==> config.mk <==
export PLATFORM = sky130hd
export DESIGN_NAME = adc_avg_dp
export DESIGN_NICKNAME = d
export VERILOG_FILES = /design/src/hw/rtl/adc_avg_pkg.sv /design/src/hw/rtl/adc_avg_dp.sv
export SDC_FILE = /design/constraint.sdc
export NUM_CORES = 1
export LEC_CHECK = 0
export ABC_AREA = 1
export BUFFER_PORTS_ARGS = -buffer_cell sky130_fd_sc_hd__buf_2
export CAP_MARGIN = 40
export CORE_MARGIN = 1.5
export CORE_UTILIZATION = 62
export CTS_CLUSTER_DIAMETER = 50
export DETAILED_ROUTE_END_ITERATION = 12
export PLACE_DENSITY = 0.92
export SLEW_MARGIN = 40
export SYNTH_ARGS = -nofsm -noshare
export SYNTH_HDL_FRONTEND = slang
export SYNTH_SLANG_ARGS = --single-unit
==> constraint.sdc <==
create_clock -name clk -period 4.7 [get_ports clk]
set_input_delay 0.94 -clock clk [delete_from_list [all_inputs] [get_ports clk]]
set_output_delay 0.94 -clock clk [all_outputs]
set_load 0.1 [all_outputs]
==> src/hw/rtl/adc_avg_pkg.sv <==
// Shared types and constants for the ADC sample averaging block.
package adc_avg_pkg;

	// Field widths
	localparam int CODE_BITS  = 12;
	localparam int COUNT_BITS = 8;
	localparam int MV_BITS    = 15;

	// Default sample resolution and reset sample count
	localparam int SAMPLE_BITS_DEF = 12;
	localparam logic [COUNT_BITS-1:0] COUNT_RESET = 8'd8;

	// 3300 mV full scale times the divider ratio of 8
	localparam int MV_SCALE_BITS = 15;
	localparam logic [MV_SCALE_BITS-1:0] MV_SCALE = 15'd26400;

	// Controller states
	typedef enum logic [1:0] {
		ST_IDLE,
		ST_DIV,
		ST_MUL,
		ST_LOAD
	} avg_state_t;

	// Controller to datapath commands
	typedef struct packed {
		logic accept;
		logic start_div;
		logic div_step;
		logic mul;
		logic load_out;
	} avg_cmd_t;

	// Datapath to controller status
	typedef struct packed {
		logic close;
	} avg_sts_t;

endpackage

==> src/hw/rtl/adc_avg_dp.sv <==
// Datapath: accumulator, count register, restoring divider, scaler and result register.
module adc_avg_dp import adc_avg_pkg::*; #(
	parameter int SAMPLE_BITS = SAMPLE_BITS_DEF
) (
	input  logic                  clk,
	input  logic                  arst_n,
	input  logic                  cfg_we,
	input  logic [COUNT_BITS-1:0] cfg_wdata,
	input  logic [CODE_BITS-1:0]  sample_code,
	input  avg_cmd_t              cmd,
	output avg_sts_t              sts,
	output logic [CODE_BITS-1:0]  mean_code,
	output logic [MV_BITS-1:0]    supply_millivolts
);

	localparam int SumBits  = SAMPLE_BITS + COUNT_BITS;
	localparam int ProdBits = SumBits + MV_SCALE_BITS;
	localparam logic [CODE_BITS-1:0] CodeMask = CODE_BITS'((32'd1 << SAMPLE_BITS) - 32'd1);

	logic [COUNT_BITS-1:0] count_q;
	logic [SumBits-1:0]    sum_q, sum_next;
	logic [COUNT_BITS-1:0] seen_q, seen_next;
	logic [SumBits-1:0]    quo_q;
	logic [COUNT_BITS-1:0] rem_q;
	logic [COUNT_BITS:0]   trial, trial_diff;
	logic                  trial_ge;
	logic [ProdBits-1:0]   prod_q;
	logic [CODE_BITS-1:0]  mean_q;
	logic [MV_BITS-1:0]    mv_q;

	// Count register, zero saturates to one
	always_ff @(posedge clk or negedge arst_n) begin
		if (!arst_n) begin
			count_q <= COUNT_RESET;
		end else if (cfg_we) begin
			count_q <= (cfg_wdata == '0) ? COUNT_BITS'(1) : cfg_wdata;
		end
	end

	// Accumulate and decide whether this sample closes the block
	assign sum_next  = sum_q + SumBits'(sample_code & CodeMask);
	assign seen_next = seen_q + COUNT_BITS'(1);
	assign sts.close = (seen_next >= count_q);

	always_ff @(posedge clk or negedge arst_n) begin
		if (!arst_n) begin
			sum_q  <= '0;
			seen_q <= '0;
		end else if (cmd.accept) begin
			if (cmd.start_div) begin
				sum_q  <= '0;
				seen_q <= '0;
			end else begin
				sum_q  <= sum_next;
				seen_q <= seen_next;
			end
		end
	end

	// Restoring divider, one quotient bit a cycle
	assign trial      = {rem_q, quo_q[SumBits-1]};
	assign trial_diff = trial - {1'b0, count_q};
	assign trial_ge   = (trial >= {1'b0, count_q});

	always_ff @(posedge clk) begin
		if (cmd.start_div) begin
			quo_q <= sum_next;
			rem_q <= '0;
		end else if (cmd.div_step) begin
			rem_q <= trial_ge ? trial_diff[COUNT_BITS-1:0] : trial[COUNT_BITS-1:0];
			quo_q <= {quo_q[SumBits-2:0], trial_ge};
		end
	end

	// Scale the mean to millivolts
	always_ff @(posedge clk) begin
		if (cmd.mul) begin
			prod_q <= ProdBits'(quo_q) * ProdBits'(MV_SCALE);
		end
	end

	// Result register
	always_ff @(posedge clk) begin
		if (cmd.load_out) begin
			mean_q <= quo_q[CODE_BITS-1:0];
			mv_q   <= prod_q[SAMPLE_BITS+MV_BITS-1:SAMPLE_BITS];
		end
	end

	assign mean_code         = mean_q;
	assign supply_millivolts = mv_q;

endmodule

# Word level (Yosys, flattened, before mapping)
# Index checks and enable logic that the tools add are counted.
# word_totals
mem_count	0
reg_bits	113
wordCells	22
latchBits	0
rom_bits	0
output_inout_bits	28
mem_bits_rw	0
in_bits	28
# op_classes
muxes	6
n_mul	1
n_addsub	3
n_bitwise	0
n_div	0
reduce_logical	2
shifts	0
order_cmp	2
eq_ne	0
# op_table
op	count
$mux 20	3
$mux 8	3
$mul 20x10->22 const B	1
$add 20x12->20	1
$ge 9x8->1	1
$add 8x1->8 const B	1
$ge 8x8->1	1
$logic_not 8->1	1
$sub 8x8->8	1
$reduce_bool 2->1	1

# Longest topological paths before layout
# depth
depth_word	3
mapped_depth	20
ltp_nobuf	20

# Worst setup path after synthesis
# No wires, ideal clock.
# synth_path
path_kind	reg2reg
from	reg quo_q[8]
to	reg prod_q[26] (data pin)
path_buffers	0
arrival_ns	4.063
slack_ns	0.384
stages_incl_launch_ff	20
required_time_ns	4.447
synth_period_minus_slack_ns	4.316
setup_time_ns	0.253
path_cell_list	edfxtp_1 > ha_1 > inv_1 > fa_1 > inv_1 > fa_1 > fa_1 > inv_1 > fa_1 > inv_1 > ha_1 > nand2_1 > inv_1 > nand2_1 > nor3_1 > nand4_1 > nand3_1 > inv_1 > nand2_1 > nand2_1
# synth_between
elab_chain_len	1
# synth_rtl
element	line	source
start: declaration	adc_avg_dp.sv:23	logic [SumBits-1:0] quo_q;
start signal: assignment	adc_avg_dp.sv:67	quo_q <= sum_next;
start signal: assignment	adc_avg_dp.sv:71	quo_q <= {quo_q[SumBits-2:0], trial_ge};
$mul 20x10->22	adc_avg_dp.sv:78	prod_q <= ProdBits'(quo_q) * ProdBits'(MV_SCALE);
end signal: assignment	adc_avg_dp.sv:78	
end: declaration	adc_avg_dp.sv:27	logic [ProdBits-1:0] prod_q;
# Every way passes these cells.
# A chain may end at the register's enable or synchronous reset.

# Final worst setup path
# layout_path
from	reg quo_q[10]
to	reg prod_q[26] (data pin)
# The elaborated chain is that of the path after synthesis.

==> impl_metrics.csv <==
group,metric,value,unit
final_layout,drive_gt1_frac,0.136,
route,wl_per_cell,17.3,um
floorplan,rows,42,
floorplan,die_y,120,um
logic_synthesis,synth_cell_types,43,
global_route,antenna_found_initial,0,
logic_synthesis,syn_inst,1003,
logic_synthesis,synth-edff-count,62,
logic_synthesis,synth.top_cell.area_share,0.219,
logic_synthesis,async_flop_share,0.340,
placement,port_buffers,55,
placement,hpwl,15600,um
sta,relSlewSlack,0.490,
final_layout,syn_to_final_growth,12.5,%
critical_path,endpoint_kind,"register",
logic_synthesis,ys_seq_area_frac,0.344,
clock_tree,cts_tree,"built",
clock_tree,clk_pin_slew_worst_paths,0.07,ns
logic_synthesis,syn_avg_cell_area,8.49,um2
sta,fin_ws,0.00626,ns
clock_tree,cts_max_path_buffers,2,
final_layout,diodes,0,
route,viasPerCell,5.77,
final_layout,layout.cells.non_filler,1263,
clock_tree,cts_buffers,9,
clock_tree,cts_hold_buffers,0,
sta,setup_viol,0,
floorplan,ios,56,
sta,tightestPinTransition,0.764,ns
final_layout,fin_nets,1251,
critical_path,cp_max_fo,5,
logic_synthesis,ys.flop_type,"edfxtp_1",
critical_path,setup.worst_path.class,"reg2reg",
floorplan,die_x,120,um
sta,fmax,213,MHz
worst_hold_path,hp-class,"reg2reg",
global_route,grt_max_degree,37,
placement,gp_congestion,0.917,
global_route,grt_pass1_vias,7046,
logic_synthesis,synth_area,8510,um2
clock_tree,cts_max_level,3,
global_route,grt-ovfl-total,0,
floorplan,core_area,13300,um2
placement,placed_cells,1234,
critical_path,cp-start-kind,"register",
logic_synthesis,ys_ff_latch,106,
logic_synthesis,syn-num-nets,1172,
route,dr.first_iter.drc_count,708,
route,drc,0,
global_route,grt_pass1_wl,33300,um
sta,layout_min_cycle_time,4.69,ns
route,vias,7285,
clock_tree,clock_latency,0.38,ns
final_layout,fillers,932,
sta,final.period_utilization,0.999,
clock_tree,cts_root_buf,"clkbuf_16",
sta,rsz0062_at_grt,"true",
sta,clock-skew-final,0.0104,ns
critical_path,critPathRequiredTime,4.83,ns
logic_synthesis,synth.yosys.warnings,0,
logic_synthesis,synth_most_common_cell,"nand2_1",
floorplan,initial_core_util,0.640,
sta,slew_viol_final,0,
sta,timing.setup.tns,0,ns
run_status,run_status,"finished clean",
sta,finalHoldViolCount,0,
placement,pre_cts_ws,0.0134,ns
critical_path,rrSetupSlack,0.006,ns
logic_synthesis,synthTopCellsByArea,"edfxtp_1, ha_1, fa_1, nand2_1, dfrtp_1",
critical_path,arrival,4.83,ns
route,drt_wl_total,21900,um
floorplan,die_area,14400,um2
clock_tree,clock_sinks,106,
logic_synthesis,synth_common_cells,"nand2_1, inv_1, ha_1",
global_route,track_usage,0.297,
route,ant_nets,0,
route,drtPass1Iterations,5,
logic_synthesis,yosysTopAreaCell,"edfxtp_1",
run,cap_violations,0,
==> worst max-delay path, cell delays in order (launching register included) <==
cell and delay (ns):
edfxtp_1 0.54, ha_4 0.36, inv_1 0.06, fa_1 0.53
fa_1 0.56, inv_1 0.07, fa_1 0.56, inv_1 0.07
fa_1 0.50, inv_1 0.05, ha_1 0.38, a21oi_1 0.23
o21ai_0 0.13, a21oi_1 0.18, nand3_2 0.10, nand3_1 0.08
nand2_1 0.05
==> metrics by stage <==
stage / cell area [um2] / util / hold slack (ns)
3_5_place_dp: 9030 / 0.679 / 0.411
4_1_cts: 9320 / 0.701 / 0.428
6_report: 9580 / 0.720 / 0.427
5_1_grt: 9580 / 0.720 / 0.432
2_1_floorplan: 8510 / - / 0.400
3_3_place_gp: 9030 / 0.679 / 0.401
==> layer usage <==
metal	wire (um)	track usage	vias up
li1	-	-	3358
met1	8560	0.367	3452
met2	10700	0.507	398
met3	1710	0.0552	77
met4	946	0.138	0
met5	0	0	-
==> cells by family (layout without fill, tap and decap cells) <==
| family | Yosys count | count (layout) | synth area share |
|---|---|---|---|
| DFF | 106 | 106 | 0.344 |
| and+or+nand+nor | 405 | 405 | 0.210 |
| AOI/OAI and AO/OA | 99 | 99 | 0.0634 |
| xor gates and xnor gates | 29 | 29 | 0.0298 |
| buffers and inverters | 223 | 307 | 0.100 |
| adders and majority gates | 141 | 141 | 0.253 |
==> sequential cells by signal, summed over array words and instances (netlist names) <==
| signal | cells |
|---|---|
| count_q | 8 |
| seen_q | 8 |
| quo_q | 20 |
| mean_code | 12 |
| rem_q | 8 |
| supply_millivolts | 15 |
| sum_q | 20 |
| prod_q | 15 |
==> layout by cell type (no fill, tap or decap), types with 3 or more instances in the layout <==
| cell | netlist | routed |
|---|---|---|
| dfrtp_1 | 35 | 35 |
| nor3_2 | 2 | 3 |
| nand3b_1 | 11 | 11 |
| edfxtp_1 | 62 | 62 |
| ha_2 | 0 | 3 |
| ha_1 | 89 | 76 |
| ha_4 | 0 | 10 |
| xnor2_1 | 11 | 11 |
| nor3_1 | 6 | 5 |
| o21ai_0 | 46 | 46 |
| buf_4 | 0 | 23 |
| clkbuf_16 | 0 | 9 |
| inv_1 | 211 | 208 |
| nor2_1 | 39 | 37 |
| buf_2 | 2 | 54 |
| o21ai_1 | 7 | 7 |
| nand2_1 | 236 | 234 |
| nor2_2 | 2 | 4 |
| nand3_1 | 76 | 75 |
| dfxtp_1 | 8 | 8 |
| inv_2 | 3 | 6 |
| clkinv_4 | 0 | 4 |
| a21oi_1 | 32 | 30 |
| xor2_1 | 18 | 18 |
| o22ai_1 | 4 | 4 |
| nand4_1 | 8 | 8 |
| fa_1 | 52 | 51 |
| nand2_2 | 13 | 15 |
| a21oi_2 | 1 | 3 |
==> layout make-up <==
class / instances / area (um2) / share of cell area
clock buffer: 10 / 229 / 0.0239
clock inverter: 6 / 51.3 / 0.00536
inverter: 214 / 803 / 0.0839
multi-input combinational: 674 / 4900 / 0.512
sequential: 106 / 2920 / 0.305
tap: 176 / 220 / 0.0230
timing repair buffer: 77 / 443 / 0.0463
==> what timing repair did <==
| action | CTS | global route |
|---|---|---|
| buffers inserted | 0 | 13 |
| resized for setup | 1 | 27 |
| endpoints found under the hold margin | 0 | 0 |
| pin swaps | 0 | 8 |
| setup endpoints to repair | 1 | 7 |
==> final timing paths <==
path                                 startpoint                              end  cells past startpoint
max                         quo_q[10]$_DFFE_PP_             prod_q[26]$_DFFE_PP_                     16
max in group asynchronous                arst_n           count_q[3]$_DFFE_PN1P_                      1
min in group asynchronous                arst_n           count_q[6]$_DFFE_PN0P_                      1
min                        prod_q[22]$_DFFE_PP_  supply_millivolts[10]$_DFFE_PP_                      0
max reg2reg                 quo_q[10]$_DFFE_PP_             prod_q[26]$_DFFE_PP_                     16
min reg2reg                prod_q[22]$_DFFE_PP_  supply_millivolts[10]$_DFFE_PP_                      0
Power is not shown: default switching activity piles up to over one toggle a cycle in this logic, so the estimate is an artifact.
