**src/hw/rtl/adc_avg_pkg.sv**
```systemverilog
// Shared types and constants for the ADC sample averaging block.
package adc_avg_pkg;

	// Field widths
	localparam int CODE_BITS  = 12;
	localparam int COUNT_BITS = 8;
	localparam int MV_BITS    = 15;

	// Default sample resolution and reset sample count
	localparam int SAMPLE_BITS_DEF = 12;
	localparam logic [COUNT_BITS-1:0] COUNT_RESET = 8'd8;

	// 3300 mV full scale times the divider ratio of 8
	localparam int MV_SCALE_BITS = 15;
	localparam logic [MV_SCALE_BITS-1:0] MV_SCALE = 15'd26400;

	// Controller states
	typedef enum logic [1:0] {
		ST_IDLE,
		ST_DIV,
		ST_MUL,
		ST_LOAD
	} avg_state_t;

	// Controller to datapath commands
	typedef struct packed {
		logic accept;
		logic start_div;
		logic div_step;
		logic mul;
		logic load_out;
	} avg_cmd_t;

	// Datapath to controller status
	typedef struct packed {
		logic close;
	} avg_sts_t;

endpackage

```
**src/hw/rtl/adc_avg_ctrl.sv**
```systemverilog
// Controller: sequences accumulation, serial division, scaling and result load.
module adc_avg_ctrl import adc_avg_pkg::*; #(
	parameter int DIV_STEPS = SAMPLE_BITS_DEF + COUNT_BITS
) (
	input  logic     clk,
	input  logic     arst_n,
	input  logic     in_valid,
	output logic     in_ready,
	output logic     out_valid,
	input  logic     out_ready,
	input  avg_sts_t sts,
	output avg_cmd_t cmd
);

	localparam int CntBits = $clog2(DIV_STEPS);

	avg_state_t         state_q, state_d;
	logic [CntBits-1:0] step_q;
	logic               out_full_q;
	logic               out_taken;

	assign out_valid = out_full_q;
	assign out_taken = out_full_q && out_ready;

	// State register
	always_ff @(posedge clk or negedge arst_n) begin
		if (!arst_n) begin
			state_q <= ST_IDLE;
		end else begin
			state_q <= state_d;
		end
	end

	// Division step counter
	always_ff @(posedge clk or negedge arst_n) begin
		if (!arst_n) begin
			step_q <= '0;
		end else if (cmd.start_div) begin
			step_q <= '0;
		end else if (cmd.div_step) begin
			step_q <= step_q + CntBits'(1);
		end
	end

	// Output holding flag: set on load, cleared when the request is taken
	always_ff @(posedge clk or negedge arst_n) begin
		if (!arst_n) begin
			out_full_q <= 1'b0;
		end else if (cmd.load_out) begin
			out_full_q <= 1'b1;
		end else if (out_taken) begin
			out_full_q <= 1'b0;
		end
	end

	// Next state and commands
	always_comb begin
		state_d  = state_q;
		cmd      = '0;
		in_ready = 1'b0;
		case (state_q)
			ST_IDLE: begin
				in_ready = 1'b1;
				if (in_valid) begin
					cmd.accept = 1'b1;
					if (sts.close) begin
						cmd.start_div = 1'b1;
						state_d       = ST_DIV;
					end
				end
			end
			ST_DIV: begin
				cmd.div_step = 1'b1;
				if (step_q == CntBits'(DIV_STEPS - 1)) begin
					state_d = ST_MUL;
				end
			end
			ST_MUL: begin
				cmd.mul = 1'b1;
				state_d = ST_LOAD;
			end
			ST_LOAD: begin
				// wait until the previous result has left
				if (!out_full_q || out_taken) begin
					cmd.load_out = 1'b1;
					state_d      = ST_IDLE;
				end
			end
			default: begin
				state_d = ST_IDLE;
			end
		endcase
	end

endmodule

```
**config.mk**
```make
export PLATFORM = sky130hd
export DESIGN_NAME = adc_avg_ctrl
export DESIGN_NICKNAME = d
export VERILOG_FILES = /design/src/hw/rtl/adc_avg_pkg.sv /design/src/hw/rtl/adc_avg_ctrl.sv
export SDC_FILE = /design/constraint.sdc
export NUM_CORES = 1
export LEC_CHECK = 0
export BUFFER_PORTS_ARGS = -buffer_cell sky130_fd_sc_hd__clkbuf_2
export CORE_AREA = 2 2 39 41
export CTS_CLUSTER_DIAMETER = 80
export DETAILED_ROUTE_END_ITERATION = 16
export DIE_AREA = 0 0 41 43
export GPL_ROUTABILITY_DRIVEN = 0
export GPL_TIMING_DRIVEN = 0
export MAX_ROUTING_LAYER = met4
export SYNTH_ARGS = -nofsm -noshare
export SYNTH_HDL_FRONTEND = slang
export SYNTH_SLANG_ARGS = --single-unit
```
**constraint.sdc**
```tcl
create_clock -name clk -period 3.2 [get_ports clk]
set_clock_uncertainty 0.15 [all_clocks]
set_input_delay 0.16 -clock clk [delete_from_list [all_inputs] [get_ports clk]]
set_output_delay 0.16 -clock clk [all_outputs]
set_load 0.02 [all_outputs]
```
### Word-level counts from Yosys, hierarchy flattened

Index checks and enable logic that the tools add are counted.

* flip-flop bits (word level): 8
* latch bits: 0
* memory bits (writable): 0
* bits in read-only memories: 0
* output and inout port bits: 7
* memories kept: 0

* $add $sub $neg: 1
* multiply operators: 0
* divide/modulo/power cells: 0
* magnitude comparators: 0
* equality and inequality tests: 8
* shifts and indexed selects: 0
* mux-type cells: 17
* bitwise gates (word level): 0
* reduce and logical (&&, ||, !) cells: 7

Operators by type and width (number)
* 2-bit two-way mux: 6
* 5-bit two-way mux: 2
* 1-bit two-way mux: 8
* 2-bit inequality test, second input constant: 4
* 2-bit one-hot mux with 4 select lines: 1
* 5-bit by 1-bit adder with 5-bit output, second input constant: 1
* 5-bit equality test, second input constant: 1
* 2-bit equality test, second input constant: 2
* 4-bit AND reduction: 1
* 2-bit nonzero test: 2
* 2-bit by 1-bit equality test with 1-bit output, second input constant: 1
* 2-bit zero test: 1
* 1-bit logical AND: 1
* 1-bit zero test: 1
* 1-bit logical OR: 1

### Depth between registers and ports, before layout

Gate-level depths: netlist (run 1).

* word-level depth: 5
* gate-level depth with buffers: 6
* mapped depth without buffers: 5

### Worst setup path after synthesis (run 1)

OpenSTA, ideal clock, no wires.

* kind: reg-to-reg
* start point: register state_q[1]
* end point: register state_q[1]
* library setup time: 127 ps
* data arrival time: 1605 ps
* required time: 2923 ps
* slack: 1317 ps
* cell stages (with the launch flop): 6
* path buffers: 1
* clock period less this slack: 1883 ps
* cell sequence: dfrtp_1 -> inv_1 -> ha_1 -> clkbuf_1 -> a222oi_1 -> mux2_1

* word-level cells in the longest chain between the ends: 3
* elaborated cells between the ends (all ways): 10
* those cells by class: eq/ne: 7; mux: 1; reduce/logical: 2

Ends and longest elaborated chain
* start, declared: RTL line adc_avg_ctrl.sv:17 `avg_state_t state_q, state_d;`
* start signal, assigned: RTL line adc_avg_ctrl.sv:30 `state_q <= state_d;`
* 2-bit equality test, or another cell as far along: RTL line adc_avg_ctrl.sv:61 `case (state_q)`
* 2-bit inequality test (no line)
* 4-bit AND reduction (no line)

Several ways; a longest one is shown, not always the timed one.
A chain may end at the register's enable or synchronous reset.

### Final worst setup path (run 1)

Same ends and word-level chain as after synthesis.

==> run summary, run 1 <==
RUN STATUS
--------------------------------------------------------------------------------------
Result of the run                                                            completed

SYNTHESIS
--------------------------------------------------------------------------------------
Syn Nets                                                                            54
Number of synthesis warnings                                                         0
Cell area after synthesis                                                     458 um^2
Sequential element share of the synthesized area                                 43.7%
Synth unique cells                                                                  17
Synthesized instance count                                                          43
Post-synthesis sequential element count                                              8
Average size of a mapped cell                                                10.6 um^2

WORST SETUP PATH
--------------------------------------------------------------------------------------
CP Launch Type                                                                    flop
Sort of element at the end of the critical path                                   flop
Critical path cell sequence                                               inv_1, ha_1, clkbuf_1, a222oi_1, mux2_1
Type of the worst setup path                                              flop to flop
Largest stage delay, worst path                                                0.44 ns
CP Data Arrival Time                                                           1.93 ns
Slowest CP cell                                                           sky130_fd_sc_hd__a222oi_1
Buf+Inv Stages, Crit Path                                                            2
Worst-path maximum fanout                                                            6
Required time worst endpoint                                                   3.19 ns
Largest delay share family, worst path                                    compound AO/OA/AOI/OAI gates

CLOCK NETWORK
--------------------------------------------------------------------------------------
Clock latency at the later pin of the worst-skew pair                          0.25 ns
Number of gates given a new drive strength after cts                                 0
TritonCTS clock tree                                                               yes
Number of setup buffers added after CTS                                              0
Buffer levels on the longest clock path                                              2
Htree depth                                                                          1
Post-CTS Hold Buffers                                                                1
Clock buffers created by TritonCTS                                                   3
Clock slew at the register clock pins of the worst setup and hold paths        0.06 ns
CTS root buf                                                              sky130_fd_sc_hd__clkbuf_4
Total clock sinks                                                                    8

POWER
--------------------------------------------------------------------------------------
Sw frac                                                                          42.8%
Max VDD drop                                                                0.000266 V
Lkg Pwr                                                                       0.295 nW
Sw power                                                                        240 uW
Combinational share of power                                                     51.0%
Cell-internal power                                                             320 uW
Sequential Power Share                                                           35.0%
Part of the power in the clock network                                           14.0%
Cell Pwr Density                                                           989 nW/um^2

PLACED DESIGN
--------------------------------------------------------------------------------------
Detailed placement HPWL                                                         620 um
Number of buffer cells added on primary ports                                       11
Placed cell area                                                              533 um^2

TIMING
--------------------------------------------------------------------------------------
Least-Margin Pin Slew                                                         0.481 ns
Final count of pins violating max slew                                               0
Final Critical Period                                                          1.94 ns
Share of the clock period used by the worst path after layout                    60.7%
Peak Freq                                                                      515 MHz
Final-report hold violation count                                                    0
Worst rel slew slack                                                             67.9%
RSZ-0062 raised after global routing                                             false
Accumulated negative setup slack                                                  0 ns
Final setup fails                                                                    0

ROUTE
--------------------------------------------------------------------------------------
Violation count after the first detailed-routing iteration                           5
Vias post-DR                                                                       350
Post-Route WL                                                                   776 um
Number of nets with antenna violations after routing                                 0
Routed vias/inst                                                                  4.73
Drt drc                                                                              0
Drt pass-1 iters                                                                     4
Average detailed-routed wire length per instance                               10.5 um

FLOORPLAN
--------------------------------------------------------------------------------------
Floorplan row count                                                                 14
Area inside the core boundary                                                1380 um^2
Die Footprint                                                                1760 um^2
DIE HEIGHT                                                                       43 um
Effective utilization at floorplan                                               33.1%
I/O Pins                                                                            12
Width of the chip                                                                41 um

GRT
--------------------------------------------------------------------------------------
Global Route Usage Sum                                                           9.72%
Remaining global-route overflow                                                      0
Number of global-route vias before repair                                          306
Number of antenna violations at the first check in global routing                    0
Maximum number of pins on one net before global-route repair                         9
Wire length of the first global-routing pass                                   1.08 mm

WORST HOLD PATH
--------------------------------------------------------------------------------------
Worst min-delay path category                                             primary input to flop

LAYOUT
--------------------------------------------------------------------------------------
Final layout net count                                                              71
Final cell area excluding filler cells                                        566 um^2
Fill cell total of the finished layout                                             142
Number of inserted diodes                                                            0
Ratio of cells with drive above 1 in the final layout                            24.1%
Post-synthesis to final-layout area growth                                       23.5%

RUN
--------------------------------------------------------------------------------------
Maxcap violations                                                                    0

==> layout make-up <==
| type | instances | area [um^2] | area share, % |
|---|---|---|---|
| multi-input combinational | 31 | 243 | 42.9 |
| sequential | 8 | 200 | 35.4 |
| timing repair buffer | 12 | 65.1 | 11.5 |
| clock buffer | 3 | 22.5 | 3.98 |
| tap | 16 | 20.0 | 3.54 |
| buffer | 2 | 7.51 | 1.33 |
| inverter | 2 | 7.51 | 1.33 |
==> synthesized netlist by cell type <==
master | count | area (um^2)
sky130_fd_sc_hd__clkbuf_1 | 2 | 7.51
sky130_fd_sc_hd__xnor2_1 | 1 | 8.76
sky130_fd_sc_hd__ha_1 | 6 | 75.1
sky130_fd_sc_hd__nand4_1 | 2 | 12.5
sky130_fd_sc_hd__inv_1 | 2 | 7.51
sky130_fd_sc_hd__a222oi_1 | 1 | 10.0
sky130_fd_sc_hd__and2_1 | 2 | 12.5
sky130_fd_sc_hd__nand2_1 | 2 | 7.51
sky130_fd_sc_hd__nor2b_1 | 1 | 6.26
sky130_fd_sc_hd__nand2b_1 | 2 | 12.5
sky130_fd_sc_hd__nor2_1 | 6 | 22.5
sky130_fd_sc_hd__mux2_1 | 1 | 11.3
sky130_fd_sc_hd__mux2i_1 | 2 | 20.0
sky130_fd_sc_hd__xor2_1 | 3 | 26.3
sky130_fd_sc_hd__dfrtp_1 | 8 | 200
sky130_fd_sc_hd__nand4bb_1 | 1 | 11.3
sky130_fd_sc_hd__and3_1 | 1 | 6.26
==> worst min-delay path, cell delays in order <==
cell and delay (ns):
sky130_fd_sc_hd__clkbuf_2 0.08, sky130_fd_sc_hd__nand2b_1 0.11, sky130_fd_sc_hd__nand2b_1 0.06
==> cell families (layout without fill, tap and decap cells) <==
| logic type | Yosys count | in the layout | synth area share, % |
|---|---|---|---|
| and+or+nand+nor | 17 | 17 | 19.9 |
| xor gates and xnor gates | 4 | 4 | 7.65 |
| muxes | 3 | 3 | 6.83 |
| buffers and inverters | 4 | 19 | 3.28 |
| DFF | 8 | 8 | 43.7 |
| adders and majority gates | 6 | 6 | 16.4 |
| AOI/OAI and AO/OA | 1 | 1 | 2.19 |
==> final timing paths <==
kind | start | end | slack (ns) | cells past startpoint
setup reg to reg | state_q[1] | state_q[1] | 1.26 | 5
hold reg to reg | out_valid | out_valid | 0.38 | 2
min in group asynchronous | arst_n | step_q[4] | 0.13 | 2
max in group asynchronous | arst_n | step_q[0] | 2.59 | 2
setup / recovery | state_q[1] | state_q[1] | 1.26 | 5
hold / removal | out_ready | out_valid | 0.04 | 3
==> stage by stage <==
step | power [mW] | hold slack [ns] | instances | utilization (%) | worst slack (ns)
2_1_floorplan | 0.414 | -0.286 | 43 | - | 1.32
3_3_place_gp | 0.479 | -0.128 | 70 | 38.5 | 1.26
3_5_place_dp | 0.488 | -0.130 | 70 | 38.5 | 1.25
4_1_cts | 0.569 | 0.0477 | 74 | 40.9 | 1.24
5_1_grt | 0.605 | 0.0567 | 74 | 40.9 | 1.15
6_report | 0.559 | 0.0436 | 74 | 40.9 | 1.26
==> registers in the layout, indices dropped and copies added, names as in the netlist <==
name,count
out_valid,1
state_q,2
step_q,5
==> layer usage <==
layer  wire length (um)  global-route usage, %  share of wire (%)  up-vias
li1                   -                      -                  -      175
met1                324                   7.84                 42      163
met2                405                   16.3                 52       10
met3                 31                   1.57                4.0        2
met4                 15                   10.0                1.9        0
met5                  0                      -                  0        -
==> cell usage in the layout (no fill, tap or decap), drive strengths merged <==
| master | count |
|---|---|
| dfrtp | 8 |
| ha | 6 |
| nor2b | 1 |
| nor2 | 6 |
| mux2i | 2 |
| nand4bb | 1 |
| and3 | 1 |
| dlygate4sd3 | 1 |
| nand2b | 2 |
| xor2 | 3 |
| nand2 | 2 |
| xnor2 | 1 |
| nand4 | 2 |
| clkbuf | 16 |
| a222oi | 1 |
| mux2 | 1 |
| and2 | 2 |
| inv | 2 |
==> power groups by stage <==
| stage | registers (mW) | logic (mW) | clock network, mW |
|---|---|---|---|
| finish | 0.196 | 0.286 | 0.0783 |
| global route | 0.202 | 0.316 | 0.0873 |
| CTS | 0.196 | 0.292 | 0.0813 |
| detailed placement | 0.197 | 0.291 | 0 |
| global placement | 0.196 | 0.284 | 0 |
| floorplan | 0.195 | 0.219 | 0 |
Note: power is estimated with default switching activity, not from simulation.
==> run 2, diff against run 1 <==
Settings changed: ABC_AREA from default to 1.
Clock period 3.2 ns to 1.7 ns, I/O delays scaled along.
==> run 2 against run 1 <==
Combinational power is 110% higher; final cell count is 32% higher; flip-flop and latch count stayed put; register-to-register slack worse by 1.1 ns; non-clock buffer count is 1 lower; power is 97% higher; hold slack better by 0.0049 ns; sequential power is 84% higher; critical path depth stayed put; worst setup slack worse by 1.2 ns; critical path type is now flop to primary output.
==> run summary, run 2 <==
PLACED DESIGN
--------------------------------------------------------------------------------------
Post-Place Worst Slack                                                        0.202 ns   -1.04 ns
Detailed placement HPWL                                                         745 um   +20%
Number of buffer cells added on primary ports                                       11   unchanged
Placed cell area                                                              572 um^2   +7.3%

TIMING
--------------------------------------------------------------------------------------
Final-report hold violation count                                                    0   unchanged
Worst rel slew slack                                                             81.3%   +13 points
Final count of pins violating max slew                                               0   unchanged
Accumulated negative setup slack                                                  0 ns   unchanged
Least-Margin Pin Slew                                                         0.281 ns   -0.200 ns
Peak Freq                                                                      622 MHz
Final Critical Period                                                          1.61 ns
Final setup fails                                                                    0   unchanged
Worst setup slack after layout                                               0.0913 ns   -1.17 ns
Share of the clock period used by the worst path after layout                    94.6%
Hold_ws                                                                      0.0484 ns   +0.00488 ns

GRT
--------------------------------------------------------------------------------------
Number of global-route vias before repair                                          385   +26%
Number of antenna violations at the first check in global routing                    0   unchanged
Global Route Usage Sum                                                           13.4%   +3.6 points
Maximum number of pins on one net before global-route repair                         9   unchanged
Wire length of the first global-routing pass                                   1.52 mm   +42%
Remaining global-route overflow                                                      0   unchanged

LAYOUT
--------------------------------------------------------------------------------------
Final cell area excluding filler cells                                        632 um^2   +12%
Register with the highest flop count                                            step_q
Flip-flop count of the largest register, all copies and words added                  5   unchanged
Post-synthesis to final-layout area growth                                       27.2%
Most used cells in the layout excluding fill and tap cells                sky130_fd_sc_hd__nand2_1 (21), sky130_fd_sc_hd__clkbuf_2 (11), sky130_fd_sc_hd__inv_1 (10)
Number of inserted diodes                                                            0   unchanged
Final layout net count                                                              95   +34%
Commonest non-fill, non-tap cell in the layout                            sky130_fd_sc_hd__nand2_1
Ratio of cells with drive above 1 in the final layout                            24.4%   +0.25 points
Final core utilization                                                           45.7%   +4.8 points

SYNTHESIS
--------------------------------------------------------------------------------------
Post-synthesis share of cell area spent on and, or, nand and nor gates           32.2%   +12 points
Synth unique cells                                                                  13   -4
Synthesized instance count                                                          66   +53%
Share of cell area taken by muxes after synthesis                                   0%   -6.8 points
Number of synthesis warnings                                                         0   unchanged
Most common flop cell mapped by yosys                                     sky130_fd_sc_hd__dfrtp_1
Post-synthesis cell type with the largest combined area                   sky130_fd_sc_hd__dfrtp_1
Main combinational cell family by area after synthesis                    simple AND/OR/NAND/NOR gates
Asr flop ratio synth                                                              100%   unchanged
Most common cell in the netlist                                           sky130_fd_sc_hd__nand2_1
Cell area after synthesis                                                     497 um^2   +8.5%
Portion of synthesized cell area occupied by the leading cell type               40.3%   -3.4 points
Post-synth top cells                                                      sky130_fd_sc_hd__nand2_1 (21), sky130_fd_sc_hd__inv_1 (11), sky130_fd_sc_hd__dfrtp_1 (8)
Syn Nets                                                                            77   +43%
Post-synth EDFFs                                                                     0   unchanged
Cell types occupying the most area after synthesis                        sky130_fd_sc_hd__dfrtp_1 (40%), sky130_fd_sc_hd__nand2_1 (16%), sky130_fd_sc_hd__ha_1 (15%)
Sequential element share of the synthesized area                                 40.3%   -3.4 points
Complex-gate fraction of the synthesized area                                    4.03%   +1.8 points
Post-synthesis sequential element count                                              8   unchanged
Average size of a mapped cell                                                7.53 um^2   -29%
Area share of fa/ha/maj cells after synthesis                                    15.1%   -1.3 points
Xor-xnor portion of the synthesized cell area                                       0%   -7.7 points

FLOORPLAN
--------------------------------------------------------------------------------------
Floorplan row count                                                                 14   unchanged
Area inside the core boundary                                                1380 um^2   unchanged
Effective utilization at floorplan                                               35.9%   +2.8 points
I/O Pins                                                                            12   unchanged
Width of the chip                                                                41 um   unchanged
DIE HEIGHT                                                                       43 um   unchanged
Die Footprint                                                                1760 um^2   unchanged

CLOCK NETWORK
--------------------------------------------------------------------------------------
Total clock sinks                                                                    8   unchanged
Htree depth                                                                          1   unchanged
CTS root buf                                                              sky130_fd_sc_hd__clkbuf_4
Buffer levels on the longest clock path                                              2   unchanged
Clock slew at the register clock pins of the worst setup and hold paths        0.05 ns   about the same
Clock latency at the later pin of the worst-skew pair                          0.25 ns   about the same
TritonCTS clock tree                                                               yes
Clock buffers created by TritonCTS                                                   3   unchanged

WORST SETUP PATH
--------------------------------------------------------------------------------------
Sort of element at the end of the critical path                           primary output
Required time worst endpoint                                                   1.46 ns   -1.73 ns
Type of the worst setup path                                              flop to primary output
CP Data Arrival Time                                                           1.37 ns   -0.56 ns
Worst-path maximum fanout                                                            5   -1
CP Launch Type                                                                    flop
Setup slack, reg-to-reg                                                        0.16 ns   -1.10 ns

ROUTE
--------------------------------------------------------------------------------------
Drt pass-1 iters                                                                     3   -1
Post-Route WL                                                                   929 um   +20%
Routed vias/inst                                                                  4.51   -4.6%
Number of nets with antenna violations after routing                                 0   unchanged
Vias post-DR                                                                       442   +26%
Drt drc                                                                              0   unchanged
Average detailed-routed wire length per instance                               9.48 um   -9.6%
Violation count after the first detailed-routing iteration                           5   unchanged

POWER
--------------------------------------------------------------------------------------
Max VDD drop                                                                0.000819 V   +210%
Cell Pwr Density                                                          1740 nW/um^2   +76%
Lkg Pwr                                                                       0.367 nW   +24%

WORST HOLD PATH
--------------------------------------------------------------------------------------
Worst min-delay path category                                             primary input to flop

RUN STATUS
--------------------------------------------------------------------------------------
Result of the run                                                            completed

RUN
--------------------------------------------------------------------------------------
Maxcap violations                                                                    0   unchanged

-- run 2: cell types whose count changed after synthesis, moves of 2 or more --
| cell | delta |
|---|---|
| sky130_fd_sc_hd__a21oi_1 | +2 |
| sky130_fd_sc_hd__nand2_1 | +19 |
| sky130_fd_sc_hd__xor2_1 | -3 |
| sky130_fd_sc_hd__nand2b_1 | -2 |
| sky130_fd_sc_hd__inv_1 | +9 |
| sky130_fd_sc_hd__mux2i_1 | -2 |
| sky130_fd_sc_hd__and2_1 | -2 |
| sky130_fd_sc_hd__clkbuf_1 | -2 |
| sky130_fd_sc_hd__nand4_1 | -2 |
| sky130_fd_sc_hd__nand3_1 | +4 |
| sky130_fd_sc_hd__o21ai_0 | +2 |
-- run 2: power by group --
group / total [mW] / internal [mW] / switching, mW
logic: 0.598 / 0.235 / 0.363
clock network: 0.142 / 0.0806 / 0.0611
registers: 0.360 / 0.276 / 0.0838
total: 1.10 / 0.591 / 0.508
-- run 2: layout make-up --
cell class	count	area [um^2]
Multi-Input combinational cell	47	273
Tap cell	16	20.0
Sequential cell	8	200
Inverter	11	41.3
Timing Repair Buffer	13	75.1
Clock buffer	3	22.5
Fill cell	152	752
-- run 2: routing by layer --
| layer | GRT usage, % | vias up | wire [um] |
|---|---|---|---|
| li1 | - | 236 | - |
| met1 | 16.7 | 200 | 455 |
| met2 | 17.8 | 4 | 434 |
| met3 | 3.14 | 2 | 18 |
| met4 | 10.0 | 0 | 20 |
| met5 | - | - | 0 |
-- run 2: worst paths after layout --
check,depth (start not counted),start,end
worst max-delay path,5,state_q[1],cmd[3]
worst min-delay path,4,in_valid,step_q[1]
worst max register to register,7,state_q[1],step_q[4]
worst min register to register,2,out_valid,out_valid
max in group asynchronous,2,arst_n,out_valid
min in group asynchronous,2,arst_n,step_q[2]
-- run 2: logic make-up after synthesis --
kind of cell | count (synthesis)
adders and majority gates | 6
AOI/OAI and AO/OA | 4
DFF | 8
buffers and inverters | 11
and+or+nand+nor | 37
-- run 2: stage by stage --
stage / power, mW / instances
global placement: 0.910 / 93
floorplan: 0.778 / 66
detailed placement: 0.923 / 93
global route: 1.22 / 98
CTS: 1.09 / 98
finish: 1.10 / 98
-- run 2: worst max-delay path, cell delays in order (launching register included) --
cell	delay, ns
sky130_fd_sc_hd__dfrtp_1	0.41
sky130_fd_sc_hd__inv_1	0.15
sky130_fd_sc_hd__ha_4	0.17
sky130_fd_sc_hd__nand3_2	0.13
sky130_fd_sc_hd__inv_1	0.10
sky130_fd_sc_hd__clkbuf_2	0.17
-- run 2: timing repair --
| item | CTS | global route |
|---|---|---|
| buffers inserted | 0 | 0 |
| pin swaps | 0 | 0 |
| setup endpoints to repair | 1 | 1 |
| endpoints found under the hold margin | 9 | 0 |
| hold buffers | 2 | 0 |
| resized for setup | 2 | 2 |
